## config.mk

```make
export PLATFORM = sky130hd
export DESIGN_NAME = cfbr_back_flat
export DESIGN_NICKNAME = d
export VERILOG_FILES = /design/src/rtl/core/cfbr_pkg.sv /design/src/rtl/core/cfbr_if.sv /design/src/rtl/core/cfbr_ram.sv /design/src/rtl/core/cfbr_back.sv /design/src/flat_wrapper.sv
export SDC_FILE = /design/constraint.sdc
export NUM_CORES = 2
export LEC_CHECK = 0
export ABC_AREA = 1
export ABC_CLOCK_PERIOD_IN_PS = 8540
export BUFFER_PORTS_ARGS = -buffer_cell sky130_fd_sc_hd__buf_2
export CAP_MARGIN = 20
export CORE_AREA = 2 2 645 647
export DETAILED_ROUTE_END_ITERATION = 8
export DIE_AREA = 0 0 647 649
export GPL_ROUTABILITY_DRIVEN = 0
export PLACE_DENSITY = 0.59
export SLEW_MARGIN = 20
export SYNTH_ARGS = -nofsm -noshare
export SYNTH_HDL_FRONTEND = slang
export SYNTH_SLANG_ARGS = --single-unit
```

## constraint.sdc

```tcl
create_clock -name clk_i -period 8.54 [get_ports clk_i]
set_input_delay 0.427 -clock clk_i [delete_from_list [all_inputs] [get_ports clk_i]]
set_output_delay 0.427 -clock clk_i [all_outputs]
set_load 0.1 [all_outputs]
```

## src/rtl/core/cfbr_pkg.sv

```systemverilog
// Shared types, constants and register map of the column framebuffer text renderer.
`default_nettype none
package cfbr_pkg;

  localparam int unsigned DISP_WIDTH  = 128;
  localparam int unsigned DISP_HEIGHT = 32;
  localparam int unsigned COL_AW      = $clog2(DISP_WIDTH);
  localparam int unsigned QUEUE_DEPTH = 2;
  localparam int unsigned CFG_REGS    = 7;
  localparam int unsigned PADDR_W     = $clog2(CFG_REGS * 4);

  localparam logic [8:0] COL_LIMIT = 9'(DISP_WIDTH);
  localparam logic [6:0] ROW_LIMIT = 7'(DISP_HEIGHT);
  localparam logic [63:0] UNDERLINE_ROWS = 64'h0F;

  typedef logic [DISP_HEIGHT-1:0] word_t;
  typedef logic [COL_AW-1:0]      col_addr_t;

  localparam logic [2:0] REQ_SET_POS = 3'd0;
  localparam logic [2:0] REQ_CLEAR   = 3'd1;
  localparam logic [2:0] REQ_PIXEL   = 3'd2;
  localparam logic [2:0] REQ_GLYPH   = 3'd3;
  localparam logic [2:0] REQ_READ    = 3'd4;

  localparam logic [2:0] REG_DRAW_COLOR     = 3'd0;
  localparam logic [2:0] REG_TRANSPARENT_BG = 3'd1;
  localparam logic [2:0] REG_CURSOR_STYLE   = 3'd2;
  localparam logic [2:0] REG_EXTRA_SPACING  = 3'd3;
  localparam logic [2:0] REG_FONT_HEIGHT    = 3'd4;
  localparam logic [2:0] REG_FONT_WIDTH     = 3'd5;
  localparam logic [2:0] REG_MONO_FONT      = 3'd6;

  localparam logic [1:0] CUR_FULL   = 2'd0;
  localparam logic [1:0] CUR_HEIGHT = 2'd1;
  localparam logic [1:0] CUR_UNDER  = 2'd2;

  typedef enum logic [2:0] {
    OP_REPLY,
    OP_CLEAR,
    OP_PIXEL,
    OP_GLYPH,
    OP_READ
  } op_e;

  typedef struct packed {
    logic       draw_color;
    logic       transparent_bg;
    logic [1:0] cursor_style;
    logic [3:0] extra_spacing;
    logic [5:0] font_height;
    logic [5:0] font_width;
    logic       mono_font;
  } cfg_t;

  typedef struct packed {
    op_e        op;
    logic       status;
    col_addr_t  col;
    logic [4:0] row;
    logic [31:0] bits;
    logic       cursored;
  } cmd_t;

endpackage
`default_nettype wire

```

## src/rtl/core/cfbr_if.sv

```systemverilog
// Request and response channel interfaces.
`default_nettype none


interface cfbr_rsp_if;
  logic        valid;
  logic        ready;
  logic        status;
  logic [31:0] column_data;

  modport source (output valid, status, column_data, input ready);
  modport sink (input valid, status, column_data, output ready);
endinterface
`default_nettype wire

```

## src/rtl/core/cfbr_ram.sv

```systemverilog
// Generic single-port-write, registered-read RAM.
`default_nettype none
module cfbr_ram #(
  parameter int unsigned WIDTH = 32,
  parameter int unsigned DEPTH = 128
) (
  input  wire logic                     clk_i,
  input  wire logic                     we_i,
  input  wire logic [$clog2(DEPTH)-1:0] waddr_i,
  input  wire logic [WIDTH-1:0]         wdata_i,
  input  wire logic                     re_i,
  input  wire logic [$clog2(DEPTH)-1:0] raddr_i,
  output logic      [WIDTH-1:0]         rdata_o
);
  logic [WIDTH-1:0] mem_q [DEPTH];

  always_ff @(posedge clk_i) begin
    if (we_i) begin
      mem_q[waddr_i] <= wdata_i;
    end
    if (re_i) begin
      rdata_o <= mem_q[raddr_i];
    end
  end
endmodule
`default_nettype wire

```

## src/rtl/core/cfbr_back.sv

```systemverilog
// Framebuffer engine: per-command column read-modify-write, clear and read, and response register.
`default_nettype none
module cfbr_back (
  input  wire logic            clk_i,
  input  wire logic            rst_ni,
  input  wire cfbr_pkg::cfg_t  cfg_i,
  input  wire cfbr_pkg::cmd_t  cmd_i,
  input  wire logic            empty_i,
  output logic                 pop_o,
  cfbr_rsp_if.source           rsp_o
);
  import cfbr_pkg::*;

  typedef enum logic [1:0] {
    S_IDLE = 2'b01,
    S_MOD  = 2'b10
  } state_e;

  state_e          state_q, state_d;
  cmd_t            cmd_q;
  logic            hit_q;
  logic [DISP_WIDTH-1:0] valid_q, valid_d;
  word_t           fill_q, fill_d;
  word_t           rdata;
  word_t           old_w;
  word_t           new_w;
  logic            we;
  logic            out_free;
  logic            out_valid_q, out_valid_d;
  logic            status_q, status_d;
  logic [31:0]     data_q, data_d;
  logic [5:0]      fh;
  logic [63:0]     low_fh, cmask, bg64, b64, w64, p64, rd64;
  word_t           bg, word, pix;

  cfbr_ram #(
    .WIDTH ($bits(word_t)),
    .DEPTH (DISP_WIDTH)
  ) u_ram (
    .clk_i   (clk_i),
    .we_i    (we),
    .waddr_i (cmd_q.col),
    .wdata_i (new_w),
    .re_i    (pop_o),
    .raddr_i (cmd_i.col),
    .rdata_o (rdata)
  );

  assign pop_o       = (state_q == S_IDLE) && !empty_i;
  assign out_free    = !out_valid_q || rsp_o.ready;
  assign rsp_o.valid       = out_valid_q;
  assign rsp_o.status      = status_q;
  assign rsp_o.column_data = data_q;

  always_comb begin
    fh = cfg_i.font_height;
    if (cfg_i.font_height < 6'd4) begin
      fh = 6'd4;
    end else if (cfg_i.font_height > 6'd32) begin
      fh = 6'd32;
    end
    low_fh = (64'd1 << fh) - 64'd1;
    case (cfg_i.cursor_style)
      CUR_HEIGHT: cmask = ~low_fh;
      CUR_UNDER:  cmask = ~(UNDERLINE_ROWS << (fh - 6'd4)) | ~low_fh;
      default:    cmask = '0;
    endcase
    bg64 = cfg_i.transparent_bg ? 64'd0 : (low_fh << cmd_q.row);
    b64  = cmd_q.cursored ? (~{32'd0, cmd_q.bits} ^ cmask) : {32'd0, cmd_q.bits};
    w64  = b64 << cmd_q.row;
    p64  = 64'd1 << cmd_q.row;
    bg   = bg64[DISP_HEIGHT-1:0];
    word = w64[DISP_HEIGHT-1:0];
    pix  = p64[DISP_HEIGHT-1:0];
    old_w = hit_q ? rdata : fill_q;
    rd64  = 64'(old_w);
  end

  always_comb begin
    state_d     = state_q;
    valid_d     = valid_q;
    fill_d      = fill_q;
    new_w       = old_w;
    we          = 1'b0;
    out_valid_d = out_valid_q;
    status_d    = status_q;
    data_d      = data_q;
    if (out_valid_q && rsp_o.ready) begin
      out_valid_d = 1'b0;
    end
    unique case (state_q)
      S_IDLE: begin
        if (pop_o) begin
          state_d = S_MOD;
        end
      end
      S_MOD: begin
        if (out_free) begin
          state_d     = S_IDLE;
          out_valid_d = 1'b1;
          status_d    = cmd_q.status;
          data_d      = '0;
          unique case (cmd_q.op)
            OP_CLEAR: begin
              valid_d = '0;
              fill_d  = cfg_i.draw_color ? '0 : '1;
            end
            OP_PIXEL: begin
              we    = 1'b1;
              new_w = cfg_i.draw_color ? (old_w | pix) : (old_w & ~pix);
            end
            OP_GLYPH: begin
              we    = 1'b1;
              new_w = cfg_i.draw_color ? ((old_w & ~bg) | word) : ((old_w | bg) & ~word);
            end
            OP_READ:  data_d = rd64[31:0];
            default:  data_d = '0;
          endcase
          if (we) begin
            valid_d[cmd_q.col] = 1'b1;
          end
        end
      end
      default: state_d = S_IDLE;
    endcase
  end

  always_ff @(posedge clk_i) begin
    if (pop_o) begin
      cmd_q <= cmd_i;
      hit_q <= valid_q[cmd_i.col];
    end
    status_q <= status_d;
    data_q   <= data_d;
  end

  always_ff @(posedge clk_i or negedge rst_ni) begin
    if (!rst_ni) begin
      state_q     <= S_IDLE;
      valid_q     <= '0;
      fill_q      <= '0;
      out_valid_q <= 1'b0;
    end else begin
      state_q     <= state_d;
      valid_q     <= valid_d;
      fill_q      <= fill_d;
      out_valid_q <= out_valid_d;
    end
  end
endmodule
`default_nettype wire

```

## src/flat_wrapper.sv

```systemverilog
// flat-port wrapper written by rule: the top's interface ports become plain ports
module cfbr_back_flat import cfbr_pkg::*;
  (clk_i, rst_ni, cfg_i, cmd_i, empty_i, pop_o, rsp_o_valid, rsp_o_status, rsp_o_column_data, rsp_o_ready);
  cfbr_rsp_if rsp_o_i ();
  input  wire logic clk_i;
  input  wire logic rst_ni;
  input  wire cfbr_pkg::cfg_t cfg_i;
  input  wire cfbr_pkg::cmd_t cmd_i;
  input  wire logic empty_i;
  output logic pop_o;
  output wire logic [$bits(rsp_o_i.valid)-1:0] rsp_o_valid;
  output wire logic [$bits(rsp_o_i.status)-1:0] rsp_o_status;
  output wire logic [$bits(rsp_o_i.column_data)-1:0] rsp_o_column_data;
  input wire logic [$bits(rsp_o_i.ready)-1:0] rsp_o_ready;
  assign rsp_o_valid = rsp_o_i.valid;
  assign rsp_o_status = rsp_o_i.status;
  assign rsp_o_column_data = rsp_o_i.column_data;
  assign rsp_o_i.ready = rsp_o_ready;
  cfbr_back u_core (.clk_i(clk_i), .rst_ni(rst_ni), .cfg_i(cfg_i), .cmd_i(cmd_i), .empty_i(empty_i), .pop_o(pop_o), .rsp_o(rsp_o_i));
endmodule
```

==> out/qor.csv <==
metric,value,unit
nets,14474,
netlist-cell-type-count,58,
cts_root_buf,clkbuf_16,
io-pin-count,109,
drv_slew,0,
hpwl,286,mm
synth_warnings,0,
placementRows,236,
cp.arrival,6340,ps
drt-total-wl,556,mm
start_util,42.9,%
cts_tree,done,
final.period_utilization,65.7,%
finalCriticalPeriod,5610,ps
hold_slack,7.23,ps
cp.required,9270,ps
vias,122238,
die_y,649,um
drt-initial-drc-count,16537,
wl_per_cell,27.5,um
fmax,178,MHz
hold_viol,0,
drive_gt1_share,8.77,%
skew,81.1,ps
ys_seq_elements,4343,
maxCapViolations,0,
n_fill_cell,36027,
setup_slack,2930,ps
synth_edf_count,4211,
slew-limit-headroom,20.9,%
worst_slew_pin_slew,1190,ps
drtPass1Iterations,9,
post_cts_buffers,0,
async_reset_ff_share,3.04,%
grt_pass1_wl,792,mm
cp_max_fo,33,
rrSetupSlack,3710,ps
clock-sinks,4343,
seq_area,130000,um2
dieArea,420000,um2
track_usage,25.6,%
insertion_delay,1020,ps
grt_pass1_vias,111275,
via_per_inst,6.04,
ant_nets,0,
grt_max_degree,179,
gr-total-overflow,0,
final_cell_mix,"edfxtp_1 (4211), nor2_1 (2907), o21ai_0 (2898)",
syn_area,177000,um2
tns,0,ps
area_growth,12.6,%
fp.coreArea,413000,um2
syn_area_per_cell,12.2,um2
vdd_drop_max,0.000178,V
clk_path_buf_depth,4,
violations,DRC,
synth_area_leaders,"edfxtp_1 (71%), o21ai_0 (8.2%), nor2_1 (6.4%), o22ai_1 (4.6%), clkbuf_1 (2.1%)",
yosysSeqAreaShare,73.3,%
critical_path.reg2reg.startpoint,u_core.state_q[0],
multi_input_area,43600,um2
reg2reg_to,u_core.u_ram.mem_q[44][15],
antenna_found_initial,30,
synth_top_area_share,71.5,%
post-route-drc-count,4,
rsz0062_at_grt,false,
post_cts_resize_count,0,
synth_top_area_cell,edfxtp_1,
r2r_cells,12,
startpoint_type,primary input,
syn_inst,14541,
crit_type,in2reg,
die_x,647,um
p_leak,64.7,nW
pre_cts_ws,2090,ps
numCtsBuffers,431,
final_common_cell,edfxtp_1,
ys.flop_type,edfxtp_1,
cts-htree-levels,5,
clk_pin_slew,60,ps
outcome,finished with violations,
ctsHoldBuffers,46,
final_util,48.3,%
power.density,239,nW/um2
io_buffers,97,
hold_path.class,in2async,
setup_viol,0,
crit_path_end_kind,register,
## flip-flops by register name, indices dropped and copies added, names as in the netlist
| name | cells |
|---|---|
| u_core.u_ram.mem_q | 4096 |
| u_core.valid_q | 128 |
| u_core.cmd_q | 49 |
| u_core.rsp_o.column_data | 32 |
| u_core.u_ram.rdata_o | 32 |
| u_core.state_q | 2 |
| u_core.fill_q | 1 |
| u_core.hit_q | 1 |
| u_core.rsp_o.status | 1 |
| u_core.rsp_o.valid | 1 |
## synthesized netlist by cell type, types with 3 or more instances
| cell type | n |
|---|---|
| edfxtp_1 | 4211 |
| nor2_1 | 3039 |
| o21ai_0 | 2907 |
| o22ai_1 | 1312 |
| clkbuf_1 | 988 |
| nand2_1 | 754 |
| nand3_1 | 430 |
| inv_1 | 196 |
| a21oi_1 | 145 |
| dfrtp_1 | 131 |
| buf_1 | 64 |
| o32ai_1 | 63 |
| buf_2 | 39 |
| nand4_1 | 35 |
| o21ai_1 | 26 |
| nor3_1 | 20 |
| o211ai_1 | 18 |
| o31ai_1 | 15 |
| a21boi_1 | 13 |
| nand3b_1 | 12 |
| ha_1 | 10 |
| nor2_2 | 9 |
| clkinv_1 | 8 |
| xor2_1 | 8 |
| xnor2_1 | 7 |
| a22oi_1 | 6 |
| inv_2 | 6 |
| nand3_2 | 6 |
| or2_1 | 6 |
| mux2i_1 | 5 |
| or2_2 | 5 |
| a21o_1 | 4 |
| a31oi_1 | 4 |
| nand2_2 | 4 |
| nand2_4 | 3 |
| o21ai_2 | 3 |
## power breakdown
part           switching (mW)  total (mW)  leakage (nW)  internal, mW
registers              0.0488        24.5          40.1          24.4
clock network            8.13        18.5          6.69          10.4
logic                    3.70        4.68          17.9         0.979
total                    11.9        47.7          64.7          35.8
## critical path, stage by stage
cell      delay (ps)
buf_2            140
nor2_1           210
nand3_4          130
nand2_4          120
nand2_1          380
ha_1             390
or2_2            290
nand2_1          510
inv_1            390
o21ai_0          230
o21ai_0          110
xnor2_1          310
inv_1            150
nand2_1          100
nand3_1           90
nand2_1          150
nand2_1           60
nand2_1          170
nand2_1           90
o221ai_1         180
nand3_1          170
a21boi_4         930
buf_4            520
## per-stage QoR
stage          cells  total power [mW]  cell area [um2]
4_1_cts        20219              47.8           199000
5_1_grt        20226              49.0           199000
6_report       20242              47.7           199000
3_5_place_dp   19381              29.5           185000
3_3_place_gp   19379              29.4           185000
2_1_floorplan  14542              27.6           177000
## how the worst max path moves through the flow
stage / from / endpoint / depth (start not counted)
3_3_place_gp: cfg_i[9] / u_core.u_ram.mem_q[48][31] / 25
5_1_grt: cfg_i[9] / u_core.u_ram.mem_q[56][7] / 24
2_1_floorplan: u_core.rsp_o.valid / u_core.u_ram.mem_q[0][3] / 8
6_report: cfg_i[7] / u_core.u_ram.mem_q[56][7] / 23
3_5_place_dp: cfg_i[9] / u_core.u_ram.mem_q[52][7] / 23
4_1_cts: cfg_i[9] / u_core.u_ram.mem_q[48][7] / 23
## final cells by class
cell class | count | area share (%)
clock buffer | 527 | 5.72
sequential | 4343 | 65.1
tap | 5474 | 3.44
antenna | 19 | 0.0239
multi-input combinational | 8894 | 21.9
clock inverter | 265 | 1.15
timing repair buffer | 510 | 2.26
inverter | 210 | 0.413
## cell families (layout without fill, tap and decap cells)
| group | count (synthesis) | in the layout | share of synthesized area, % |
|---|---|---|---|
| compound gates | 4532 | 4532 | 14.0 |
| xor+xnor | 15 | 15 | 0.0742 |
| fa+ha+maj | 10 | 10 | 0.0707 |
| buf+inv | 1305 | 1512 | 2.81 |
| flops | 4343 | 4343 | 73.3 |
| mux | 5 | 5 | 0.0283 |
| other cells | 1 | 21 | 0.00212 |
| simple gates | 4330 | 4330 | 9.69 |
## routing by layer
layer / track usage (%) / part of all wire (%) / vias to the layer above
met5: 0 / 0.079 / -
met4: 9.81 / 4.0 / 12
met3: 4.27 / 9.8 / 956
met2: 40.2 / 46 / 6152
met1: 35.9 / 40 / 61646
li1: - / - / 53472
(Power assumes the default switching activity.)
