**src/rtl/core/cfbr_pkg.sv**
```systemverilog
// Shared types, constants and register map of the column framebuffer text renderer.
`default_nettype none
package cfbr_pkg;

  localparam int unsigned DISP_WIDTH  = 128;
  localparam int unsigned DISP_HEIGHT = 32;
  localparam int unsigned COL_AW      = $clog2(DISP_WIDTH);
  localparam int unsigned QUEUE_DEPTH = 2;
  localparam int unsigned CFG_REGS    = 7;
  localparam int unsigned PADDR_W     = $clog2(CFG_REGS * 4);

  localparam logic [8:0] COL_LIMIT = 9'(DISP_WIDTH);
  localparam logic [6:0] ROW_LIMIT = 7'(DISP_HEIGHT);
  localparam logic [63:0] UNDERLINE_ROWS = 64'h0F;

  typedef logic [DISP_HEIGHT-1:0] word_t;
  typedef logic [COL_AW-1:0]      col_addr_t;

  localparam logic [2:0] REQ_SET_POS = 3'd0;
  localparam logic [2:0] REQ_CLEAR   = 3'd1;
  localparam logic [2:0] REQ_PIXEL   = 3'd2;
  localparam logic [2:0] REQ_GLYPH   = 3'd3;
  localparam logic [2:0] REQ_READ    = 3'd4;

  localparam logic [2:0] REG_DRAW_COLOR     = 3'd0;
  localparam logic [2:0] REG_TRANSPARENT_BG = 3'd1;
  localparam logic [2:0] REG_CURSOR_STYLE   = 3'd2;
  localparam logic [2:0] REG_EXTRA_SPACING  = 3'd3;
  localparam logic [2:0] REG_FONT_HEIGHT    = 3'd4;
  localparam logic [2:0] REG_FONT_WIDTH     = 3'd5;
  localparam logic [2:0] REG_MONO_FONT      = 3'd6;

  localparam logic [1:0] CUR_FULL   = 2'd0;
  localparam logic [1:0] CUR_HEIGHT = 2'd1;
  localparam logic [1:0] CUR_UNDER  = 2'd2;

  typedef enum logic [2:0] {
    OP_REPLY,
    OP_CLEAR,
    OP_PIXEL,
    OP_GLYPH,
    OP_READ
  } op_e;

  typedef struct packed {
    logic       draw_color;
    logic       transparent_bg;
    logic [1:0] cursor_style;
    logic [3:0] extra_spacing;
    logic [5:0] font_height;
    logic [5:0] font_width;
    logic       mono_font;
  } cfg_t;

  typedef struct packed {
    op_e        op;
    logic       status;
    col_addr_t  col;
    logic [4:0] row;
    logic [31:0] bits;
    logic       cursored;
  } cmd_t;

endpackage
`default_nettype wire

```
**src/rtl/core/cfbr_fifo.sv**
```systemverilog
// Command queue between the front end and the framebuffer engine.
`default_nettype none
module cfbr_fifo (
  input  wire logic            clk_i,
  input  wire logic            rst_ni,
  input  wire logic            push_i,
  input  wire cfbr_pkg::cmd_t  cmd_i,
  input  wire logic            pop_i,
  output cfbr_pkg::cmd_t       cmd_o,
  output logic                 full_o,
  output logic                 empty_o
);
  import cfbr_pkg::*;

  localparam int unsigned PW = $clog2(QUEUE_DEPTH);
  localparam int unsigned CW = $clog2(QUEUE_DEPTH + 1);

  cmd_t          slot_q [QUEUE_DEPTH];
  logic [PW-1:0] wr_q, rd_q;
  logic [CW-1:0] cnt_q;

  assign full_o  = cnt_q == CW'(QUEUE_DEPTH);
  assign empty_o = cnt_q == '0;
  assign cmd_o   = slot_q[rd_q];

  always_ff @(posedge clk_i) begin
    if (push_i) begin
      slot_q[wr_q] <= cmd_i;
    end
  end

  always_ff @(posedge clk_i or negedge rst_ni) begin
    if (!rst_ni) begin
      wr_q  <= '0;
      rd_q  <= '0;
      cnt_q <= '0;
    end else begin
      if (push_i) begin
        wr_q <= (wr_q == PW'(QUEUE_DEPTH - 1)) ? '0 : wr_q + PW'(1);
      end
      if (pop_i) begin
        rd_q <= (rd_q == PW'(QUEUE_DEPTH - 1)) ? '0 : rd_q + PW'(1);
      end
      if (push_i && !pop_i) begin
        cnt_q <= cnt_q + CW'(1);
      end else if (pop_i && !push_i) begin
        cnt_q <= cnt_q - CW'(1);
      end
    end
  end
endmodule
`default_nettype wire

```
**config.mk**
```make
export PLATFORM = sky130hd
export DESIGN_NAME = cfbr_fifo
export DESIGN_NICKNAME = d
export VERILOG_FILES = /design/src/rtl/core/cfbr_pkg.sv /design/src/rtl/core/cfbr_fifo.sv
export SDC_FILE = /design/constraint.sdc
export NUM_CORES = 1
export LEC_CHECK = 0
export BUFFER_PORTS_ARGS = -buffer_cell sky130_fd_sc_hd__buf_2
export CAP_MARGIN = 20
export CORE_MARGIN = 8
export CORE_UTILIZATION = 52
export CTS_CLUSTER_DIAMETER = 40
export DETAILED_ROUTE_END_ITERATION = 8
export GPL_ROUTABILITY_DRIVEN = 0
export GPL_TIMING_DRIVEN = 0
export HOLD_SLACK_MARGIN = 0.02
export PLACE_DENSITY = 0.79
export SETUP_SLACK_MARGIN = 0.1
export SLEW_MARGIN = 20
export SYNTH_ARGS = -nofsm -noshare
export SYNTH_HDL_FRONTEND = slang
export SYNTH_SLANG_ARGS = --single-unit
```
**constraint.sdc**
```tcl
create_clock -name clk_i -period 3.85 [get_ports clk_i]
set_input_delay 0.77 -clock clk_i [delete_from_list [all_inputs] [get_ports clk_i]]
set_output_delay 0.77 -clock clk_i [all_outputs]
set_load 0.1 [all_outputs]
```
==> results of run 1 <==
## layer usage
metal	GRT usage [%]	vias up
li1	-	894
met2	20.8	75
met4	5.34	0
met3	4.75	10
met1	14.0	903
met5	0	-
## registers in the layout (all words and copies together) (netlist names)
register / count
slot_q: 98
rd_q: 1
wr_q: 1
cnt_q: 2
## final timing paths
check                                     endpoint            startpoint
setup / recovery                         cmd_o[22]      rd_q$_DFFE_PN0P_
hold / removal                cnt_q[1]$_DFFE_PN0P_                rst_ni
setup reg to reg           slot_q[0][30]$_DFFE_PP_      wr_q$_DFFE_PN0P_
hold reg to reg               cnt_q[1]$_DFFE_PN0P_  cnt_q[1]$_DFFE_PN0P_
max in group asynchronous         rd_q$_DFFE_PN0P_                rst_ni
min in group clk_i            cnt_q[1]$_DFFE_PN0P_  cnt_q[1]$_DFFE_PN0P_
## synthesized netlist by cell type, drive strengths merged
cell type / n
and2: 1
buf: 6
dfrtp: 4
edfxtp: 98
ha: 1
inv: 1
mux2: 49
nor2: 2
nor2b: 2
xnor2: 1
xor2: 4
## placed cells by master, fill, tap and decap left out, drive strengths merged, types with 2 or more instances in the layout
master	synthesis	layout
buf	6	111
bufinv	0	4
clkbuf	0	12
dfrtp	4	4
edfxtp	98	98
mux2	49	49
nor2	2	2
nor2b	2	2
xor2	4	4
## kinds of logic after synthesis
logic type	after synthesis	synth area share, %
DFF	102	76.5
muxes	49	18.5
buffers and inverters	7	2.89
xor gates and xnor gates	5	1.10
and+or+nand+nor	5	0.661
adders and majority gates	1	0.315
## critical path, delay by kind of cell, from the launching register on
family | cells | cell delay (ns)
buffers and inverters | 3 | 0.72
multiplexers | 1 | 0.20
flip-flops | 1 | 0.38
## area by class of cell
cell class	instances	area share, %
Sequential cell	102	61.5
Timing Repair Buffer	105	11.5
Multi-Input combinational cell	60	16.7
Inverter	1	0.0758
Tap cell	102	2.58
Clock buffer	12	2.93
Clock inverter	4	2.43
Buffer	6	2.25
## through the flow
stage	TNS (ns)	std cells	setup slack, ns	area [µm²]	utilization (%)
2_1_floorplan	0	169	0.445	3980	-
3_3_place_gp	-43.90	374	-0.898	4620	61.0
3_5_place_dp	0	376	1.79	4680	61.9
4_1_cts	0	392	1.40	4950	65.4
5_1_grt	0	392	1.36	4950	65.4
6_report	0	392	1.43	4950	65.4
==> flow_summary.json, run 1 <==
{
  "outcome": "finished clean",
  "drtPass1Iterations": 4,
  "grt_pass1_vias": 2079,
  "io_buffers": 103,
  "syn-num-nets": 223,
  "path_cells": "buf_6 > buf_12 > mux2_4 > buf_2",
  "regArea_um2": 3040,
  "synth_cell_types": 12,
  "cpPeakStageDelay_ns": 0.42,
  "synthesis.area_um2": 3980,
  "grt_first_pass_wirelength_mm": 9.74,
  "numCtsBuffers": 9,
  "synth_top_area_share_pct": 74.0,
  "clkLatencyLatePin_ns": 0.35,
  "worst_setup_path_end_kind": "primary output",
  "area_delta_synth_final_pct": 24.5,
  "wl_met2_mm": 3.20,
  "whs_ns": 0.214,
  "fill_cells": 558,
  "wl_per_cell_um": 17.0,
  "grt_usage_pct": 12.5,
  "drv_cap": 0,
  "dp_hpwl_mm": 4.75,
  "die_x_um": 103,
  "post_cts_buffers": 0,
  "cp.arrival_ns": 1.65,
  "timing_worst_setup_path_type": "register to primary output",
  "yosys.area.top_type": "edfxtp_1",
  "multi_input_area_um2": 828,
  "wl_met1_mm": 2.71,
  "vias_per_cell": 4.80,
  "remaining_drc_errors": 0,
  "slew_headroom_pct": 54.7,
  "synth-seq-cells": 102,
  "crit_fanout": 10,
  "fmax_mhz": 413,
  "antenna_found_initial": 0,
  "ant_nets": 0,
  "vias": 1882,
  "yosys-top-cells-area": "edfxtp_1, mux2_4, buf_12",
  "clk_pin_slew_ns": 0.09,
  "syn_avg_cell_area_um2": 23.5,
  "top_layer": "met4",
  "slew_viol_final": 0,
  "clock_sinks": 102,
  "seq_area_frac_synth_pct": 76.5,
  "drt_wl_total_mm": 6.65,
  "core_area_um2": 7570,
  "wl_met3_um": 663,
  "num_antenna_cells": 0,
  "grt_max_degree": 50,
  "grt_overflow": 0,
  "hold_viol": 0,
  "initial_utilization_pct": 52.5,
  "htreeDepth": 3,
  "layout-drive-gt1-share_pct": 60.7,
  "cts_hold_buf": 0,
  "ff2ff_setup_slack_ns": 2.39,
  "ctsLongestPathBuffers": 2,
  "ioPinCount": 104,
  "cts_tree": "yes",
  "fin_crit_sh_pct": 63.0,
  "netlist_instances": 169,
  "setup_violations": 0,
  "hp-class": "input port to async pin",
  "worst_pin_slew_ns": 0.679,
  "ys_warn_count": 0,
  "rows": 32,
  "fin_skew_ns": 0.00657,
  "cts_root_buf": "clkbuf_8",
  "dr.first_iter.drc_count": 46,
  "rsz0062_at_grt": "no",
  "period_minus_slack_ns": 2.42,
  "fin_nets": 339,
  "ff2ff_path_depth": 2,
  "post_cts_resized": 0,
  "die_area_um2": 10700,
  "required_ns": 3.08,
  "die_h_um": 103,
  "critical_path.slowest_cell": "buf_2",
  "critPathLaunchType": "register"
}
Power of run 1 is not shown: default switching activity piles up to over one toggle a cycle in this logic, so the estimate is an artifact.
==> run 2: changes to the inputs <==
==> constraint.sdc (replaced) <==
create_clock -name clk_i -period 2.5 [get_ports clk_i]
set_input_delay 0.5 -clock clk_i [delete_from_list [all_inputs] [get_ports clk_i]]
set_output_delay 0.5 -clock clk_i [all_outputs]
set_load 0.1 [all_outputs]
==> run 2 against run 1 <==
Hold slack improved by 0.11 ns. Non-clock buffer count unchanged. First-iteration DRC count increased by 28%. Register-to-register slack got worse by 1.5 ns. Critical path depth unchanged. Sequential share of layout area increased by 1.1 points. Clock-buffer cell count decreased by 3. Clock skew about the same. Global-route usage increased by 1.0 points. Via count increased by 0.58%.
==> flow_summary.json, run 2 (synthesis results as in run 1) <==
{
  "outcome": "finished clean",
  "ant_nets": 0,
  "cts_hold_buf": 1,
  "cts_tree": "yes",
  "fin_skew_ns": 0.00674,
  "grt_usage_pct": 13.5,
  "fill_cells": 537,
  "dp_hpwl_mm": 5.10,
  "fin_crit_sh_pct": 86.8,
  "core_area_um2": 7570,
  "initial_utilization_pct": 52.5,
  "slew_viol_final": 0,
  "post_cts_resized": 0,
  "critical_path.slowest_cell": "buf_2",
  "cp.arrival_ns": 1.67,
  "critPathTopFamily": "buffers and inverters",
  "grt_pass1_vias": 1966,
  "io_buffers": 103,
  "final_cell_mix": "buf_2, edfxtp_1, mux2_4",
  "cpPeakStageDelay_ns": 0.43,
  "area_delta_synth_final_pct": 22.4,
  "wl_per_cell_um": 18.2,
  "die_x_um": 103,
  "period_minus_slack_ns": 2.17,
  "cp_num_cells": 4,
  "setup_violations": 0,
  "clock_sinks": 102,
  "drt_wl_total_mm": 7.12,
  "clkLatencyLatePin_ns": 0.36,
  "drv_cap": 0,
  "tns_ns": 0,
  "hp-class": "input port to register",
  "antenna_found_initial": 0,
  "top_register": "slot_q",
  "htreeDepth": 3,
  "largest_reg_flops": 98,
  "num_antenna_cells": 0,
  "post_cts_buffers": 0,
  "clk_pin_slew_ns": 0.10,
  "dr.first_iter.drc_count": 59,
  "rows": 32,
  "whs_path_depth": 1,
  "rsz0062_at_grt": "no",
  "die_area_um2": 10700,
  "vias": 1893,
  "finalWorstSetupSlack_ns": 0.330,
  "path_cells": "buf_6 > buf_12 > mux2_4 > buf_2",
  "ff2ff_path_depth": 2,
  "layout-drive-gt1-share_pct": 61.0,
  "worst_pin_slew_ns": 0.736,
  "die_h_um": 103,
  "ioPinCount": 104,
  "timing_worst_setup_path_type": "register to primary output",
  "grt_overflow": 0,
  "final_common_cell": "buf_2",
  "place_ws_ns": 0.607,
  "remaining_drc_errors": 0,
  "fin_nets": 339,
  "ctsLongestPathBuffers": 2,
  "cts_root_buf": "clkbuf_8",
  "numCtsBuffers": 9,
  "required_ns": 2.00,
  "crit_buf_inv": 3,
  "crit_fanout": 10,
  "fmax_mhz": 461,
  "grt_max_degree": 50,
  "critPathLaunchType": "register",
  "top_regs": "slot_q x98, cnt_q x2",
  "slew_headroom_pct": 50.8,
  "drtPass1Iterations": 4,
  "hold_viol": 0,
  "grt_first_pass_wirelength_mm": 10.2,
  "worst_setup_path_end_kind": "primary output",
  "vias_per_cell": 4.83
}
run 2: cell count changes in the layout (fill, tap and decap cells not counted), sizes merged:
cell         before  now
dlygate4sd3       0    1
clkbuf           12    9
clkinv            0    2
inv               1    3
clkinvlp          0    2
buf             111  110
bufinv            4    1
run 2: final timing paths:
path	startpoint	end	slack, ns
worst max-delay path	rd_q$_DFFE_PN0P_	cmd_o[15]	0.33
worst min-delay path	cmd_i[16]	slot_q[1][16]$_DFFE_PP_	0.32
worst max register to register	wr_q$_DFFE_PN0P_	slot_q[0][0]$_DFFE_PP_	0.87
worst min register to register	cnt_q[1]$_DFFE_PN0P_	cnt_q[1]$_DFFE_PN0P_	0.50
max in group asynchronous	rst_ni	rd_q$_DFFE_PN0P_	1.91
min in group asynchronous	rst_ni	cnt_q[1]$_DFFE_PN0P_	0.46
run 2: area by class of cell:
class | count | area, µm² | area share [%]
inverter | 1 | 3.75 | 0.0771
tap | 102 | 128 | 2.62
clock inverter | 7 | 82.6 | 1.70
timing repair buffer | 105 | 546 | 11.2
buffer | 6 | 111 | 2.29
sequential | 102 | 3040 | 62.5
clock buffer | 9 | 124 | 2.55
multi-input combinational | 60 | 828 | 17.0
run 2: worst reg2reg max path, delay by kind of cell, from the launching register on:
| kind | cells | cell delay (ns) |
|---|---|---|
| flip-flops | 1 | 0.44 |
| buffers and inverters | 1 | 0.28 |
| AND/OR/NAND/NOR | 1 | 0.61 |
run 2: metrics by stage:
step | std cells | cell area, µm² | hold WS (ns) | utilization [%]
2_1_floorplan | 169 | 3980 | 0.204 | -
3_3_place_gp | 374 | 4620 | 0.308 | 61.1
3_5_place_dp | 375 | 4650 | 0.316 | 61.4
4_1_cts | 392 | 4870 | 0.302 | 64.3
5_1_grt | 392 | 4870 | 0.308 | 64.3
6_report | 392 | 4870 | 0.324 | 64.3
run 2: per-layer routing:
| metal | part of all wire [%] | vias up | GRT usage [%] | routed length (µm) |
|---|---|---|---|---|
| met3 | 7.0 | 14 | 2.61 | 502 |
| met5 | 0 | - | 0 | 0 |
| met1 | 39 | 918 | 14.9 | 2760 |
| li1 | - | 892 | - | - |
| met4 | 3.1 | 0 | 9.34 | 222 |
| met2 | 51 | 69 | 23.0 | 3630 |
Power of run 2 is left out for the same reason.
==> run 3: changes to the inputs <==
--- a/config.mk
+++ b/config.mk
@@ -12,8 +12,8 @@
 export CTS_CLUSTER_DIAMETER = 40
 export DETAILED_ROUTE_END_ITERATION = 8
 export GPL_ROUTABILITY_DRIVEN = 0
-export GPL_TIMING_DRIVEN = 0
 export HOLD_SLACK_MARGIN = 0.02
+export MAX_ROUTING_LAYER = met4
 export PLACE_DENSITY = 0.79
 export SETUP_SLACK_MARGIN = 0.1
 export SLEW_MARGIN = 20
==> run 3 against run 2 <==
Register-to-register slack improved by 0.14 ns. Clock skew grew 0.0072 ns. Via count is 1.5% higher. Worst setup slack worse by 0.055 ns. Wire length up 9.0%. Fmax decreased by 2.5%. Core utilization up 8.9 points. Sequential share of layout area down 7.6 points. Global-route usage grew 1.7 points. Highest routed layer unchanged. Sequential cell count is the same. Clock-buffer cell count is the same.
==> flow_summary.json, run 3 (synthesis results as in run 1) <==
{
  "outcome": "finished clean",
  "worst_setup_path_end_kind": "primary output",
  "fill_cells": 440,
  "grt_pass1_vias": 2129,
  "required_ns": 2.00,
  "ioPinCount": 104,
  "slew_headroom_pct": 63.8,
  "final_cell_mix": "edfxtp_1, buf_2, buf_12",
  "ff2ff_setup_slack_ns": 1.01,
  "min-delay-start": "cmd_i[6]",
  "final_common_cell": "edfxtp_1",
  "slew_viol_final": 0,
  "htreeDepth": 3,
  "setup_violations": 0,
  "cpPeakStageDelay_ns": 0.59,
  "hold_viol": 0,
  "cp.arrival_ns": 1.73,
  "area_delta_synth_final_pct": 39.4,
  "ff2ff_path_depth": 2,
  "layout-drive-gt1-share_pct": 61.0,
  "fmax_mhz": 449,
  "path_cells": "buf_4 > mux2_4 > buf_12",
  "fin_nets": 339,
  "crit_fanout": 12,
  "hp-class": "input port to register",
  "clk_pin_slew_ns": 0.10,
  "largest_reg_flops": 98,
  "reg2reg_from": "wr_q$_DFFE_PN0P_",
  "drv_cap": 0,
  "grt_max_degree": 50,
  "timing_worst_setup_path_type": "register to primary output",
  "final_cell_area_um2": 5540,
  "drt_wl_total_mm": 7.76,
  "grt_first_pass_wirelength_mm": 11.5,
  "critPathLaunchType": "register",
  "numCtsBuffers": 9,
  "whs_path_depth": 1,
  "die_h_um": 103,
  "vias": 1921,
  "rsz0062_at_grt": "no",
  "clkLatencyLatePin_ns": 0.35,
  "holdPathEnd": "slot_q[1][6]$_DFFE_PP_",
  "whs_ns": 0.328,
  "cts_root_buf": "clkbuf_8",
  "grt_overflow": 0,
  "worst_pin_slew_ns": 0.542,
  "wl_per_cell_um": 19.7,
  "place_area_um2": 5340,
  "drtPass1Iterations": 4,
  "remaining_drc_errors": 0,
  "ctsLongestPathBuffers": 2,
  "ant_nets": 0,
  "rr_endpoint": "slot_q[0][18]$_DFFE_PP_",
  "dp_hpwl_mm": 5.80,
  "initial_utilization_pct": 52.5,
  "rows": 32,
  "die_area_um2": 10700,
  "top_regs": "slot_q x98, cnt_q x2",
  "vias_per_cell": 4.89,
  "dr.first_iter.drc_count": 106,
  "grt_usage_pct": 15.2,
  "io_buffers": 103,
  "top_register": "slot_q",
  "core_area_um2": 7570,
  "antenna_found_initial": 0,
  "fin_crit_sh_pct": 89.0,
  "die_x_um": 103,
  "fin_skew_ns": 0.0139,
  "tns_ns": 0,
  "critical_path.slowest_cell": "dfrtp_4",
  "clock_sinks": 102,
  "cts_tree": "yes",
  "period_minus_slack_ns": 2.23
}
## run 3: cell count changes in the layout (fill, tap and decap cells not counted), moves of 2 or more
| cell | change |
|---|---|
| buf_12 | +46 |
| buf_2 | -49 |
| buf_4 | +3 |
| clkinv_4 | +2 |
| clkinvlp_4 | -2 |
## run 3: critical path: cells and delay by family, from the launching register on
family,cells,cell delay [ns]
DFF,1,0.59
buffers and inverters,2,0.44
muxes,1,0.34
## run 3: routing by layer
metal / global-route usage [%] / vias to the layer above / part of all wire [%] / wire [µm]
met5: - / - / 0 / 0
met4: 5.90 / 0 / 1.7 / 133
met3: 3.82 / 10 / 6.9 / 535
met2: 26.1 / 69 / 55 / 4230
met1: 16.7 / 951 / 37 / 2860
li1: - / 891 / - / -
## run 3: worst max path at each step
stage	from	to	slack [ns]	cells after the start
after floorplan	cnt_q[0]$_DFFE_PN0P_	full_o	0.25	1
after global placement	rd_q$_DFFE_PN0P_	cmd_o[44]	0.54	3
after detailed placement	rd_q$_DFFE_PN0P_	cmd_o[30]	0.51	3
after CTS	rd_q$_DFFE_PN0P_	cmd_o[30]	0.12	3
after global routing	rd_q$_DFFE_PN0P_	cmd_o[30]	0.22	3
final	rd_q$_DFFE_PN0P_	cmd_o[30]	0.27	3
## run 3: layout make-up
cell class | count | area (µm²) | area share (%)
Multi-Input combinational cell | 60 | 827 | 14.9
Clock buffer | 9 | 124 | 2.23
Clock inverter | 7 | 56.3 | 1.02
Inverter | 1 | 3.75 | 0.0677
Tap cell | 102 | 128 | 2.30
Timing Repair Buffer | 111 | 1360 | 24.4
Antenna cell | 1 | 2.50 | 0.0451
Sequential cell | 102 | 3050 | 55.0
## run 3: repair_timing
item / 4_1_cts / 5_1_grt
buffers inserted: 0 / 1
setup endpoints to repair: 0 / 9
hold endpoints to repair: 4 / 0
hold buffers: 1 / 0
gates resized for setup: 0 / 0
## run 3: metrics by stage
stage               setup WS (ns)  instances  utilization, %
finish                      0.275        393            73.2
global route                0.215        392            73.2
CTS                         0.119        391            73.1
detailed placement          0.510        374            70.6
global placement            0.539        374            70.6
floorplan                   0.247        169               -
Power of run 3 is left out for the same reason.
