### config.mk
export PLATFORM = sky130hd
export DESIGN_NAME = cfbr_front_flat
export DESIGN_NICKNAME = d
export VERILOG_FILES = /design/src/rtl/core/cfbr_pkg.sv /design/src/rtl/core/cfbr_if.sv /design/src/rtl/core/cfbr_front.sv /design/src/flat_wrapper.sv
export SDC_FILE = /design/constraint.sdc
export NUM_CORES = 1
export LEC_CHECK = 0
export BUFFER_PORTS_ARGS = -buffer_cell sky130_fd_sc_hd__buf_2
export CAP_MARGIN = 20
export CORE_MARGIN = 4
export CORE_UTILIZATION = 41
export DETAILED_ROUTE_END_ITERATION = 8
export GPL_TIMING_DRIVEN = 0
export PLACE_DENSITY_LB_ADDON = 0.1
export SYNTH_ARGS = -nofsm -noshare
export SYNTH_HDL_FRONTEND = slang
export SYNTH_SLANG_ARGS = --single-unit
### constraint.sdc
create_clock -name clk_i -period 2.78 [get_ports clk_i]
set_input_delay 0.417 -clock clk_i [delete_from_list [all_inputs] [get_ports clk_i]]
set_output_delay 0.417 -clock clk_i [all_outputs]
set_load 0.01 [all_outputs]
### src/rtl/core/cfbr_pkg.sv
// Shared types, constants and register map of the column framebuffer text renderer.
`default_nettype none
package cfbr_pkg;

  localparam int unsigned DISP_WIDTH  = 128;
  localparam int unsigned DISP_HEIGHT = 32;
  localparam int unsigned COL_AW      = $clog2(DISP_WIDTH);
  localparam int unsigned QUEUE_DEPTH = 2;
  localparam int unsigned CFG_REGS    = 7;
  localparam int unsigned PADDR_W     = $clog2(CFG_REGS * 4);

  localparam logic [8:0] COL_LIMIT = 9'(DISP_WIDTH);
  localparam logic [6:0] ROW_LIMIT = 7'(DISP_HEIGHT);
  localparam logic [63:0] UNDERLINE_ROWS = 64'h0F;

  typedef logic [DISP_HEIGHT-1:0] word_t;
  typedef logic [COL_AW-1:0]      col_addr_t;

  localparam logic [2:0] REQ_SET_POS = 3'd0;
  localparam logic [2:0] REQ_CLEAR   = 3'd1;
  localparam logic [2:0] REQ_PIXEL   = 3'd2;
  localparam logic [2:0] REQ_GLYPH   = 3'd3;
  localparam logic [2:0] REQ_READ    = 3'd4;

  localparam logic [2:0] REG_DRAW_COLOR     = 3'd0;
  localparam logic [2:0] REG_TRANSPARENT_BG = 3'd1;
  localparam logic [2:0] REG_CURSOR_STYLE   = 3'd2;
  localparam logic [2:0] REG_EXTRA_SPACING  = 3'd3;
  localparam logic [2:0] REG_FONT_HEIGHT    = 3'd4;
  localparam logic [2:0] REG_FONT_WIDTH     = 3'd5;
  localparam logic [2:0] REG_MONO_FONT      = 3'd6;

  localparam logic [1:0] CUR_FULL   = 2'd0;
  localparam logic [1:0] CUR_HEIGHT = 2'd1;
  localparam logic [1:0] CUR_UNDER  = 2'd2;

  typedef enum logic [2:0] {
    OP_REPLY,
    OP_CLEAR,
    OP_PIXEL,
    OP_GLYPH,
    OP_READ
  } op_e;

  typedef struct packed {
    logic       draw_color;
    logic       transparent_bg;
    logic [1:0] cursor_style;
    logic [3:0] extra_spacing;
    logic [5:0] font_height;
    logic [5:0] font_width;
    logic       mono_font;
  } cfg_t;

  typedef struct packed {
    op_e        op;
    logic       status;
    col_addr_t  col;
    logic [4:0] row;
    logic [31:0] bits;
    logic       cursored;
  } cmd_t;

endpackage
`default_nettype wire

### src/rtl/core/cfbr_if.sv
// Request and response channel interfaces.
`default_nettype none
interface cfbr_req_if;
  logic        valid;
  logic        ready;
  logic [2:0]  req_type;
  logic [7:0]  x_coord;
  logic [4:0]  y_coord;
  logic [31:0] glyph_bits;
  logic        cursored;
  logic        last_column;

  modport source (output valid, req_type, x_coord, y_coord, glyph_bits, cursored,
                  last_column, input ready);
  modport sink (input valid, req_type, x_coord, y_coord, glyph_bits, cursored,
                last_column, output ready);
endinterface

`default_nettype wire

### src/rtl/core/cfbr_front.sv
// Front end: accepts requests, tracks the text cursor and issues commands.
`default_nettype none
module cfbr_front (
  input  wire logic            clk_i,
  input  wire logic            rst_ni,
  cfbr_req_if.sink             req_i,
  input  wire cfbr_pkg::cfg_t  cfg_i,
  input  wire logic            full_i,
  output logic                 push_o,
  output cfbr_pkg::cmd_t       cmd_o
);
  import cfbr_pkg::*;

  logic [7:0] cur_col_q, cur_col_d;
  logic [4:0] cur_row_q, cur_row_d;
  logic [5:0] cnt_q, cnt_d;
  logic       clip_q, clip_d;
  logic [8:0] col_sum;
  logic       clip;
  logic [7:0] adv;
  logic       x_ok;
  logic       y_ok;

  assign req_i.ready = !full_i;
  assign push_o      = req_i.valid && !full_i;

  always_comb begin
    col_sum = {1'b0, cur_col_q} + {3'b000, cnt_q};
    clip    = clip_q || (col_sum >= COL_LIMIT);
    adv     = cfg_i.mono_font ? {2'b00, cfg_i.font_width}
                              : {2'b00, cnt_q} + 8'd1 + {4'b0000, cfg_i.extra_spacing};
    x_ok    = {1'b0, req_i.x_coord} < COL_LIMIT;
    y_ok    = {2'b00, req_i.y_coord} < ROW_LIMIT;

    cur_col_d = cur_col_q;
    cur_row_d = cur_row_q;
    cnt_d     = cnt_q;
    clip_d    = clip_q;

    cmd_o.op       = OP_REPLY;
    cmd_o.status   = 1'b0;
    cmd_o.col      = req_i.x_coord[COL_AW-1:0];
    cmd_o.row      = req_i.y_coord;
    cmd_o.bits     = req_i.glyph_bits;
    cmd_o.cursored = req_i.cursored;

    unique case (req_i.req_type)
      REQ_SET_POS: begin
        if (push_o) begin
          cur_col_d = req_i.x_coord;
          cur_row_d = req_i.y_coord;
          cnt_d     = '0;
          clip_d    = 1'b0;
        end
      end
      REQ_CLEAR: cmd_o.op = OP_CLEAR;
      REQ_PIXEL: begin
        if (x_ok && y_ok) begin
          cmd_o.op = OP_PIXEL;
        end else begin
          cmd_o.status = 1'b1;
        end
      end
      REQ_GLYPH: begin
        cmd_o.col    = col_sum[COL_AW-1:0];
        cmd_o.row    = cur_row_q;
        cmd_o.status = clip;
        cmd_o.op     = clip ? OP_REPLY : OP_GLYPH;
        if (push_o) begin
          if (req_i.last_column) begin
            if (!clip) begin
              cur_col_d = cur_col_q + adv;
            end
            cnt_d  = '0;
            clip_d = 1'b0;
          end else begin
            clip_d = clip;
            if (cnt_q != 6'd63) begin
              cnt_d = cnt_q + 6'd1;
            end
          end
        end
      end
      REQ_READ: begin
        if (x_ok) begin
          cmd_o.op = OP_READ;
        end else begin
          cmd_o.status = 1'b1;
        end
      end
      default: cmd_o.status = 1'b1;
    endcase
  end

  always_ff @(posedge clk_i or negedge rst_ni) begin
    if (!rst_ni) begin
      cur_col_q <= '0;
      cur_row_q <= '0;
      cnt_q     <= '0;
      clip_q    <= 1'b0;
    end else begin
      cur_col_q <= cur_col_d;
      cur_row_q <= cur_row_d;
      cnt_q     <= cnt_d;
      clip_q    <= clip_d;
    end
  end
endmodule
`default_nettype wire

### src/flat_wrapper.sv
// flat-port wrapper written by rule: the top's interface ports become plain ports
module cfbr_front_flat import cfbr_pkg::*;
  (clk_i, rst_ni, cfg_i, full_i, push_o, cmd_o, req_i_valid, req_i_req_type, req_i_x_coord, req_i_y_coord, req_i_glyph_bits, req_i_cursored, req_i_last_column, req_i_ready);
  cfbr_req_if req_i_i ();
  input  wire logic clk_i;
  input  wire logic rst_ni;
  input  wire cfbr_pkg::cfg_t cfg_i;
  input  wire logic full_i;
  output logic push_o;
  output cfbr_pkg::cmd_t cmd_o;
  input wire logic [$bits(req_i_i.valid)-1:0] req_i_valid;
  input wire logic [$bits(req_i_i.req_type)-1:0] req_i_req_type;
  input wire logic [$bits(req_i_i.x_coord)-1:0] req_i_x_coord;
  input wire logic [$bits(req_i_i.y_coord)-1:0] req_i_y_coord;
  input wire logic [$bits(req_i_i.glyph_bits)-1:0] req_i_glyph_bits;
  input wire logic [$bits(req_i_i.cursored)-1:0] req_i_cursored;
  input wire logic [$bits(req_i_i.last_column)-1:0] req_i_last_column;
  output wire logic [$bits(req_i_i.ready)-1:0] req_i_ready;
  assign req_i_i.valid = req_i_valid;
  assign req_i_i.req_type = req_i_req_type;
  assign req_i_i.x_coord = req_i_x_coord;
  assign req_i_i.y_coord = req_i_y_coord;
  assign req_i_i.glyph_bits = req_i_glyph_bits;
  assign req_i_i.cursored = req_i_cursored;
  assign req_i_i.last_column = req_i_last_column;
  assign req_i_ready = req_i_i.ready;
  cfbr_front u_core (.clk_i(clk_i), .rst_ni(rst_ni), .req_i(req_i_i), .cfg_i(cfg_i), .full_i(full_i), .push_o(push_o), .cmd_o(cmd_o));
endmodule
==> impl_metrics.csv, run 1 <==
group,metric,value,unit
yosys,ys_async_sr_fraction,100.0,%
finish,drive_above_1_share,46.81,%
clocking,cts_root_buffer,"clkbuf_8",
power,power,1.220,mW
timing,rsz0062_at_grt,"yes",
yosys,synth.area.top_cells,"dfrtp_1 22%, buf_4 11%, ha_1 10%",
job,max-cap-violations,0,
clocking,clock_latency,0.27,ns
clocking,cts_buffer_depth,2,
timing,slew_viol_final,0,
detailed_routing,viasPerCell,5.119,
timing,tightest_slew,0.6523,ns
yosys,synth_top_area_cell,"dfrtp_1",
yosys,synth_top_area_share,21.95,%
grt,grt.overflow.total,0,
yosys,synth_ff_type,"dfrtp_1",
die,initial_core_util,43.53,%
worst_hold_path,hp-class,"input port to async pin",
placed_design,place_congestion,0.8645,
yosys,synth.net_count,373,
placed_design,numPortBuffers,80,
timing,finClkSkew,0.004715,ns
detailed_routing,wl_per_cell,13.67,um
outcome,status,"finished with violations",
die,core-area,0.005238,mm2
detailed_routing,vias,2283,
yosys,yosys_warnings,0,
timing,fin_ws,-0.4074,ns
timing,period_share,114.7,%
grt,grt_pass1_wl,9549,um
clocking,clkTransAtPathRegs,0.08,ns
critical_path,criticalPathCategory,"flop to flop",
die,die_area,0.006817,mm2
critical_path,worstPathArrival,3.35,ns
finish,area_delta_synth_final,32.93,%
timing,max_clock_freq,313.7,MHz
clocking,holdBufCountCts,0,
timing,maxSlewHeadroom,56.42,%
detailed_routing,drt_iter0_markers,85,
critical_path,cp-start-kind,"flop",
yosys,ys_seq_area_share,21.95,%
power,power_density,402.6,mW/mm2
placed_design,place_ws,-0.5905,ns
grt,grt_max_degree,21,
yosys,ys_ff_latch,20,
timing,setup_viol,13,
critical_path,worstPathMaxFanout,4,
timing,hold_viol,0,
outcome,violations,"setup timing",
critical_path,required,2.95,ns
placed_design,dp_hpwl,4716,um
finish,final_util,57.86,%
die,ioPinCount,126,
clocking,htreeDepth,1,
yosys,synth-edff-count,0,
die,fp.dieW,82.57,um
die,die_y,82.57,um
power,leakage,1.537,nW
finish,nets,474,
critical_path,endpoint_kind,"flop",
clocking,cts_tree,"yes",
detailed_routing,wl,6098,um
detailed_routing,dr.pass1.iters,4,
detailed_routing,drc,0,
grt,antenna_found_initial,0,
detailed_routing,drt.antenna.violating_nets,0,
die,rows,26,
yosys,ys_types,60,
critical_path,reg2reg_depth,15,
clocking,clock-sinks,20,
finish,antenna_cells,0,
yosys,synthCells,276,
grt,first_global_vias,2096,
timing,min_period,3.187,ns
clocking,cts_buffers,3,
yosys,syn_area_per_cell,8.260,um2
grt,grt_usage,18.30,%
power,vdd_drop_max,218.6,uV
yosys,synthesis.area,0.002280,mm2
==> worst paths after layout <==
path                                          start                  end  slack, ns
max in group asynchronous                    rst_ni      u_core.cnt_q[0]       2.30
min in group clk_i                 req_i_y_coord[4]  u_core.cur_row_q[4]       0.39
worst max-delay path                u_core.cnt_q[0]  u_core.cur_col_q[7]      -0.41
worst min register to register  u_core.cur_row_q[4]  u_core.cur_row_q[4]       0.51
worst max register to register      u_core.cnt_q[0]  u_core.cur_col_q[7]      -0.41
worst min-delay path                         rst_ni      u_core.cnt_q[2]       0.11
==> state kept, by name, indices dropped and copies added (netlist names) <==
register,flops
u_core.cnt_q,6
u_core.cur_row_q,5
u_core.cur_col_q,8
u_core.clip_q,1
==> cells by family (layout without fill, tap and decap cells) <==
kind of cell	after synthesis	after routing	synth area share (%)
compound gates	73	73	22.28
xor+xnor	15	15	5.763
mux	9	9	4.391
simple gates	86	86	18.11
flops	20	20	21.95
buf+inv	51	151	14.43
fa+ha+maj	22	22	13.06
==> final cells by class <==
| type | instances | area (um2) |
|---|---|---|
| fillers | 500 | 2207 |
| multi-input cells | 205 | 1545 |
| repair buffers | 96 | 520.5 |
| flip-flops and latches | 20 | 503.0 |
| plain buffers | 41 | 291.5 |
| well taps | 70 | 87.58 |
| clock buffers | 4 | 45.04 |
| inverters | 10 | 37.54 |
==> cell usage after synthesis, types with 2 or more instances <==
cell type / count
o21bai_1: 2
nor3b_1: 2
xor2_1: 8
a21o_1: 5
o221a_1: 3
or2_2: 2
clkbuf_1: 6
buf_4: 33
mux2_2: 8
nor2b_1: 3
nand2_1: 37
nand2b_1: 4
fa_1: 3
a211oi_1: 5
dfrtp_1: 20
nand3_1: 4
o31ai_1: 2
xnor2_1: 7
nor2_1: 17
a21oi_1: 12
o211ai_1: 3
ha_1: 19
o21a_1: 4
o21ai_0: 19
nor3_1: 4
inv_1: 10
==> critical path, cell delays in order (launching register included) <==
cell	delay (ns)
dfrtp_2	0.45
ha_4	0.18
xor2_1	0.14
ha_1	0.31
a21o_1	0.18
a21oi_2	0.17
xnor2_1	0.13
o21ai_1	0.09
ha_1	0.33
buf_4	0.16
nand2_1	0.06
o211ai_1	0.13
o41ai_2	0.37
a211o_2	0.17
a21oi_1	0.06
o21a_1	0.18
==> layout by cell type, fill, tap and decap left out, drive strengths merged, types with 2 or more instances in the layout <==
cell type,n
a211o,2
a211oi,5
nand2,38
nor3,4
o21bai,2
ha,19
xnor2,7
and2,3
nor2b,3
a21oi,13
mux2,8
o21ai,20
o211ai,3
o31ai,2
fa,3
or4,2
clkbuf,12
o221a,3
o22a,2
inv,10
xor2,8
o21a,4
a21o,6
nand3,4
nor3b,2
and3,2
nand2b,4
dfrtp,20
or2,2
buf,129
nor2,18
==> layer usage <==
| layer | wire length, um | track usage, % |
|---|---|---|
| met1 | 2579 | 23.33 |
| met2 | 2804 | 31.57 |
| met3 | 596 | 2.928 |
| met4 | 117 | 5.556 |
| met5 | 0 | 0 |
==> repair_timing <==
action                     4_1_cts  5_1_grt
setup buffers                   13        3
setup endpoints to repair       12       14
gates resized for setup         14        9
pin swaps                       19        8
==> per-stage QoR <==
step | hold WS (ns) | instances | area [um2] | setup TNS [ns]
floorplan | 0.1214 | 276 | 2301 | -0.2602
global placement | 0.4174 | 426 | 2789 | -2.174
detailed placement | 0.4210 | 426 | 2789 | -2.504
CTS | 0.1292 | 443 | 2977 | -2.476
global route | 0.1381 | 446 | 3030 | -4.333
finish | 0.1123 | 446 | 3030 | -2.744
==> where the power goes <==
group	leakage [nW]	internal, mW	switching (mW)
Combinational	1.27	0.310	0.301
Clock	0.0228	0.103	0.109
Sequential	0.248	0.342	0.0556
Total	1.54	0.754	0.466
Power figures use the tool's default switching activity.
==> run 2, diff against run 1 <==
- PLACE_DENSITY: default -> 0.81
- PLACE_DENSITY_LB_ADDON: 0.1 -> default
==> run 2 against run 1 <==
  * The run still ends with setup timing left
  * Clock-buffer cell count unchanged
  * Hold slack got worse by 0.0042 ns
  * Clock power down 3%
  * Power increased by 2.8%
  * Largest cell class unchanged
  * Register-to-register slack got worse by 0.03 ns
  * Clock skew down 0.0026 ns
  * Sequential share of layout area shrank 0.26 points
  * Routed wire length rose by 1.4%
==> impl_metrics.csv, run 2 (synthesis results as in run 1) <==
group,metric,value,unit
outcome,status,"finished with violations",
outcome,violations,"setup timing",
critical_path,reg2reg_depth,15,
timing,maxSlewHeadroom,57.17,%
clocking,clock_latency,0.26,ns
clocking,cts_tree,"yes",
grt,grt_usage,18.37,%
finish,antenna_cells,0,
power,leakage,1.581,nW
detailed_routing,wl,6183,um
detailed_routing,dr.pass1.iters,4,
grt,grt_pass1_wl,9942,um
power,vdd_drop_max,226.6,uV
clocking,clock-sinks,20,
worst_hold_path,hp-class,"input port to async pin",
power,power_density,406.7,mW/mm2
timing,setup_viol,12,
die,core-area,0.005238,mm2
timing,fin_ws,-0.4424,ns
detailed_routing,top_layer_used,"met4",
finish,multi_input_area,0.001562,mm2
critical_path,cp-start-kind,"flop",
job,max-cap-violations,0,
timing,slew_viol_final,0,
clocking,cts_buffer_depth,2,
detailed_routing,wl_met1,2638,um
detailed_routing,vias,2345,
timing,rsz0062_at_grt,"yes",
finish,largest_registers,"u_core.cur_col_q (8), u_core.cnt_q (6), u_core.cur_row_q (5)",
timing,period_share,115.9,%
die,die_y,82.57,um
die,fp.dieW,82.57,um
timing,max_clock_freq,310.3,MHz
placed_design,dp_hpwl,4837,um
finish,area_delta_synth_final,35.35,%
finish,design_area,0.003085,mm2
clocking,cts_buffers,3,
detailed_routing,drt_iter0_markers,103,
finish,nets,479,
grt,grt.overflow.total,0,
finish,seqCellArea,504.2,um2
clocking,cts_root_buffer,"clkbuf_8",
timing,hold_viol,0,
clocking,holdBufCountCts,0,
detailed_routing,drt.antenna.violating_nets,0,
grt,first_global_vias,2259,
detailed_routing,wl_per_cell,13.71,um
detailed_routing,viasPerCell,5.200,
clocking,clkTransAtPathRegs,0.08,ns
die,initial_core_util,43.53,%
die,ioPinCount,126,
timing,finClkSkew,0.002158,ns
critical_path,worstPathMaxFanout,6,
timing,min_period,3.222,ns
placed_design,placed_area,0.002789,mm2
timing,tightest_slew,0.6411,ns
critical_path,criticalPathCategory,"flop to flop",
finish,regMostFlops,"u_core.cur_col_q",
finish,drive_above_1_share,48.29,%
detailed_routing,drc,0,
finish,layout_common_cells,"80 x buf_2, 54 x buf_4, 37 x nand2_1, 17 x ha_1, 17 x dfrtp_1",
critical_path,required,2.94,ns
clocking,htreeDepth,1,
placed_design,numPortBuffers,80,
detailed_routing,route.met2.wl,2968,um
finish,largest_register_ffs,8,
grt,antenna_found_initial,0,
finish,layout_commonest_cell,"buf_2",
finish,fillers,465,
grt,grt_max_degree,21,
power,power,1.255,mW
die,rows,26,
critical_path,worstPathArrival,3.38,ns
die,die_area,0.006817,mm2
critical_path,endpoint_kind,"flop",
placed_design,place_congestion,0.9073,
detailed_routing,met3WireLength,528,um
## run 2: cell count changes in the layout (fill, tap and decap cells not counted), moves of 2 or more
cell    before  now
buf_4       49   54
mux2_2       8    6
mux2_4       0    2
nor2_1      16   14
## run 2: path summary, 6_finish.rpt
path / end / start / slack [ns]
worst max-delay path: u_core.cur_col_q[7] / u_core.cnt_q[0] / -0.44
worst min-delay path: u_core.cnt_q[1] / rst_ni / 0.11
worst max register to register: u_core.cur_col_q[7] / u_core.cnt_q[0] / -0.44
worst min register to register: u_core.cur_row_q[2] / u_core.cur_row_q[2] / 0.51
max in group asynchronous: u_core.cnt_q[2] / rst_ni / 2.32
min in group clk_i: u_core.cur_row_q[4] / req_i_y_coord[4] / 0.40
## run 2: layout make-up
class | count | area share [%]
repair buffers | 101 | 18.09
multi-input cells | 205 | 50.61
clock buffers | 4 | 1.460
inverters | 10 | 1.217
well taps | 70 | 2.839
plain buffers | 41 | 9.449
flip-flops and latches | 20 | 16.34
## run 2: repair_timing
action,in CTS,in global routing
endpoints found under the hold margin,0,0
resized for setup,13,16
gates cloned,0,0
setup endpoints to repair,11,14
buffers inserted,15,6
pin swaps,16,10
## run 2: power breakdown
part | internal (mW) | switching (mW) | leakage (nW) | total (mW)
clock | 0.102 | 0.103 | 0.0228 | 0.205
combinational | 0.343 | 0.308 | 1.31 | 0.651
sequential | 0.342 | 0.0571 | 0.246 | 0.399
## run 2: worst max-delay path, cell delays in order, from the launching register on
cell and delay, ns:
dfrtp_2 0.46, ha_4 0.18, xor2_1 0.14, ha_1 0.32
a21o_1 0.18, a21oi_2 0.15, xnor2_1 0.13, o21ai_1 0.10
ha_1 0.38, nand3_1 0.09, o211ai_1 0.18, buf_4 0.15
o41ai_2 0.07, a2111oi_1 0.37, o21ai_1 0.10, o21a_1 0.11
## run 2: through the flow
step / hold slack, ns / setup slack (ns) / TNS, ns / instances / util, %
after detailed placement: 0.4089 / -0.5670 / -2.162 / 426 / 53.25
after floorplan: 0.1214 / -0.1981 / -0.2602 / 276 / -
final: 0.1081 / -0.4424 / -3.689 / 451 / 58.91
after global placement: 0.4028 / -0.5107 / -1.967 / 426 / 53.25
after CTS: 0.1247 / -0.4420 / -3.192 / 445 / 57.19
after global routing: 0.1437 / -0.6530 / -5.190 / 451 / 58.91
## run 2: per-layer routing
metal | vias up | global-route usage [%]
li1 | 1150 | -
met1 | 1093 | 23.65
met2 | 96 | 31.81
met3 | 6 | 4.013
met4 | 0 | 3.268
met5 | - | 0
==> run 3, diff against run 2 <==
- CORE_ASPECT_RATIO: default -> 1.5
==> run 3 against run 2 <==
  * The flow still finishes with violations (setup timing)
  * Global-route usage is 0.74 points higher
  * Flip-flop and latch count stayed put
  * Clock-buffer cell count stayed put
  * Utilization is 1.7 points lower
  * Critical endpoint unchanged
==> impl_metrics.csv, run 3 (synthesis results as in run 1) <==
group,metric,value,unit
finish,antenna_cells,0,
timing,slew_viol_final,0,
timing,hold_viol,0,
worst_hold_path,hp-class,"input port to async pin",
finish,design_area,0.003120,mm2
finish,multi_input_area,0.001598,mm2
critical_path,endpoint_kind,"flop",
finish,regMostFlops,"u_core.cur_col_q",
detailed_routing,drt_iter0_markers,68,
grt,grt_usage,19.11,%
die,die_y,99.33,um
clocking,htreeDepth,1,
detailed_routing,wl_per_cell,15.11,um
detailed_routing,wl,6800,um
timing,min_period,3.283,ns
timing,fin_ws,-0.5034,ns
outcome,status,"finished with violations",
placed_design,placed_cells,426,
clocking,clkTransAtPathRegs,0.09,ns
finish,largest_register_ffs,8,
die,ioPinCount,126,
detailed_routing,viasPerCell,5.349,
finish,largest_registers,"u_core.cur_col_q (8), u_core.cnt_q (6), u_core.cur_row_q (5)",
die,core-area,0.005450,mm2
detailed_routing,vias,2407,
finish,layout_commonest_cell,"buf_2",
critical_path,cp-start-kind,"flop",
die,fp.dieW,68.89,um
finish,fillers,528,
clocking,cts_buffer_depth,2,
detailed_routing,drc,0,
detailed_routing,drt.antenna.violating_nets,0,
grt,antenna_found_initial,0,
clocking,clock_latency,0.27,ns
timing,max_clock_freq,304.6,MHz
timing,tightest_slew,0.6490,ns
grt,grt_max_degree,21,
clocking,clock-sinks,20,
grt,first_global_vias,2395,
placed_design,place_ws,-0.5907,ns
die,initial_core_util,41.83,%
outcome,violations,"setup timing",
finish,area_delta_synth_final,36.88,%
clocking,cts_root_buffer,"clkbuf_8",
timing,rsz0062_at_grt,"yes",
critical_path,required,2.94,ns
timing,maxSlewHeadroom,56.64,%
grt,grt_pass1_wl,10290,um
timing,fin_hold_ws,0.1028,ns
grt,grt.overflow.total,0,
placed_design,place_congestion,0.9100,
power,vdd_drop_max,270.7,uV
critical_path,r2r-start,"u_core.cnt_q[0]",
job,max-cap-violations,0,
finish,instances_no_fill,450,
power,power_density,410.5,mW/mm2
timing,setup_viol,13,
power,leakage,1.581,nW
finish,seqCellArea,503.0,um2
critical_path,worstPathMaxFanout,4,
finish,final_util,57.25,%
timing,period_share,118.1,%
critical_path,startpoint,"u_core.cnt_q[0]",
clocking,cts_tree,"yes",
placed_design,numPortBuffers,80,
clocking,cts_buffers,3,
finish,nets,478,
placed_design,dp_hpwl,4999,um
detailed_routing,dr.pass1.iters,4,
finish,layout_common_cells,"80 x buf_2, 51 x buf_4, 36 x nand2_1, 18 x dfrtp_1, 16 x nor2_1",
timing,finClkSkew,0.003437,ns
die,die_area,0.006842,mm2
critical_path,criticalPathCategory,"flop to flop",
placed_design,placed_area,0.002789,mm2
die,rows,33,
clocking,holdBufCountCts,0,
finish,drive_above_1_share,49.21,%
critical_path,worstPathArrival,3.45,ns
## run 3: cell type report
cell class | instances | area share, %
repair buffers | 100 | 17.88
plain buffers | 41 | 9.342
multi-input cells | 205 | 51.20
well taps | 70 | 2.807
flip-flops and latches | 20 | 16.12
clock buffers | 4 | 1.443
inverters | 10 | 1.203
## run 3: through the flow
stage          power, mW  TNS [ns]
2_1_floorplan     0.7903   -0.2602
4_1_cts            1.218    -2.183
5_1_grt            1.360    -5.265
3_3_place_gp      0.9316    -2.070
6_report           1.281    -3.723
3_5_place_dp      0.9464    -2.313
## run 3: metal layers
| layer | wire, um | GRT usage (%) | up-vias | share of wire (%) |
|---|---|---|---|---|
| met5 | 0 | 0 | - | 0 |
| met1 | 2436 | 20.06 | 1099 | 36 |
| met3 | 525 | 2.034 | 21 | 7.7 |
| li1 | - | - | 1156 | - |
| met4 | 238 | 9.009 | 0 | 3.5 |
| met2 | 3599 | 35.88 | 131 | 53 |
## run 3: critical path: stages, from the launching register on
cell	delay [ns]
dfrtp_2	0.45
ha_4	0.17
xor2_1	0.14
ha_1	0.32
a21o_1	0.17
a21oi_2	0.15
xnor2_1	0.13
o21ai_1	0.09
ha_1	0.38
buf_6	0.15
nand2_2	0.05
o211ai_1	0.11
o41ai_2	0.46
a211o_2	0.17
a21oi_1	0.06
o21a_1	0.18
## run 3: repair_timing
action	in CTS	in global routing
gates cloned	0	0
setup buffers	15	5
gates resized for setup	17	20
pin swaps	26	16
hold endpoints to repair	0	0
endpoints found under the setup margin	12	14
## run 3: power by group
part | internal [mW] | switching, mW
combinational | 0.334 | 0.331
clock | 0.102 | 0.111
sequential | 0.342 | 0.0599
total | 0.779 | 0.502
## run 3: worst paths after layout
kind / endpoint / slack, ns / cells past startpoint
worst max-delay path: u_core.cur_col_q[7] / -0.50 / 15
worst min-delay path: u_core.cur_row_q[1] / 0.10 / 1
worst max register to register: u_core.cur_col_q[7] / -0.50 / 15
worst min register to register: u_core.cur_row_q[2] / 0.52 / 1
max in group asynchronous: u_core.cnt_q[1] / 2.31 / 1
min in group clk_i: u_core.cur_row_q[2] / 0.40 / 2
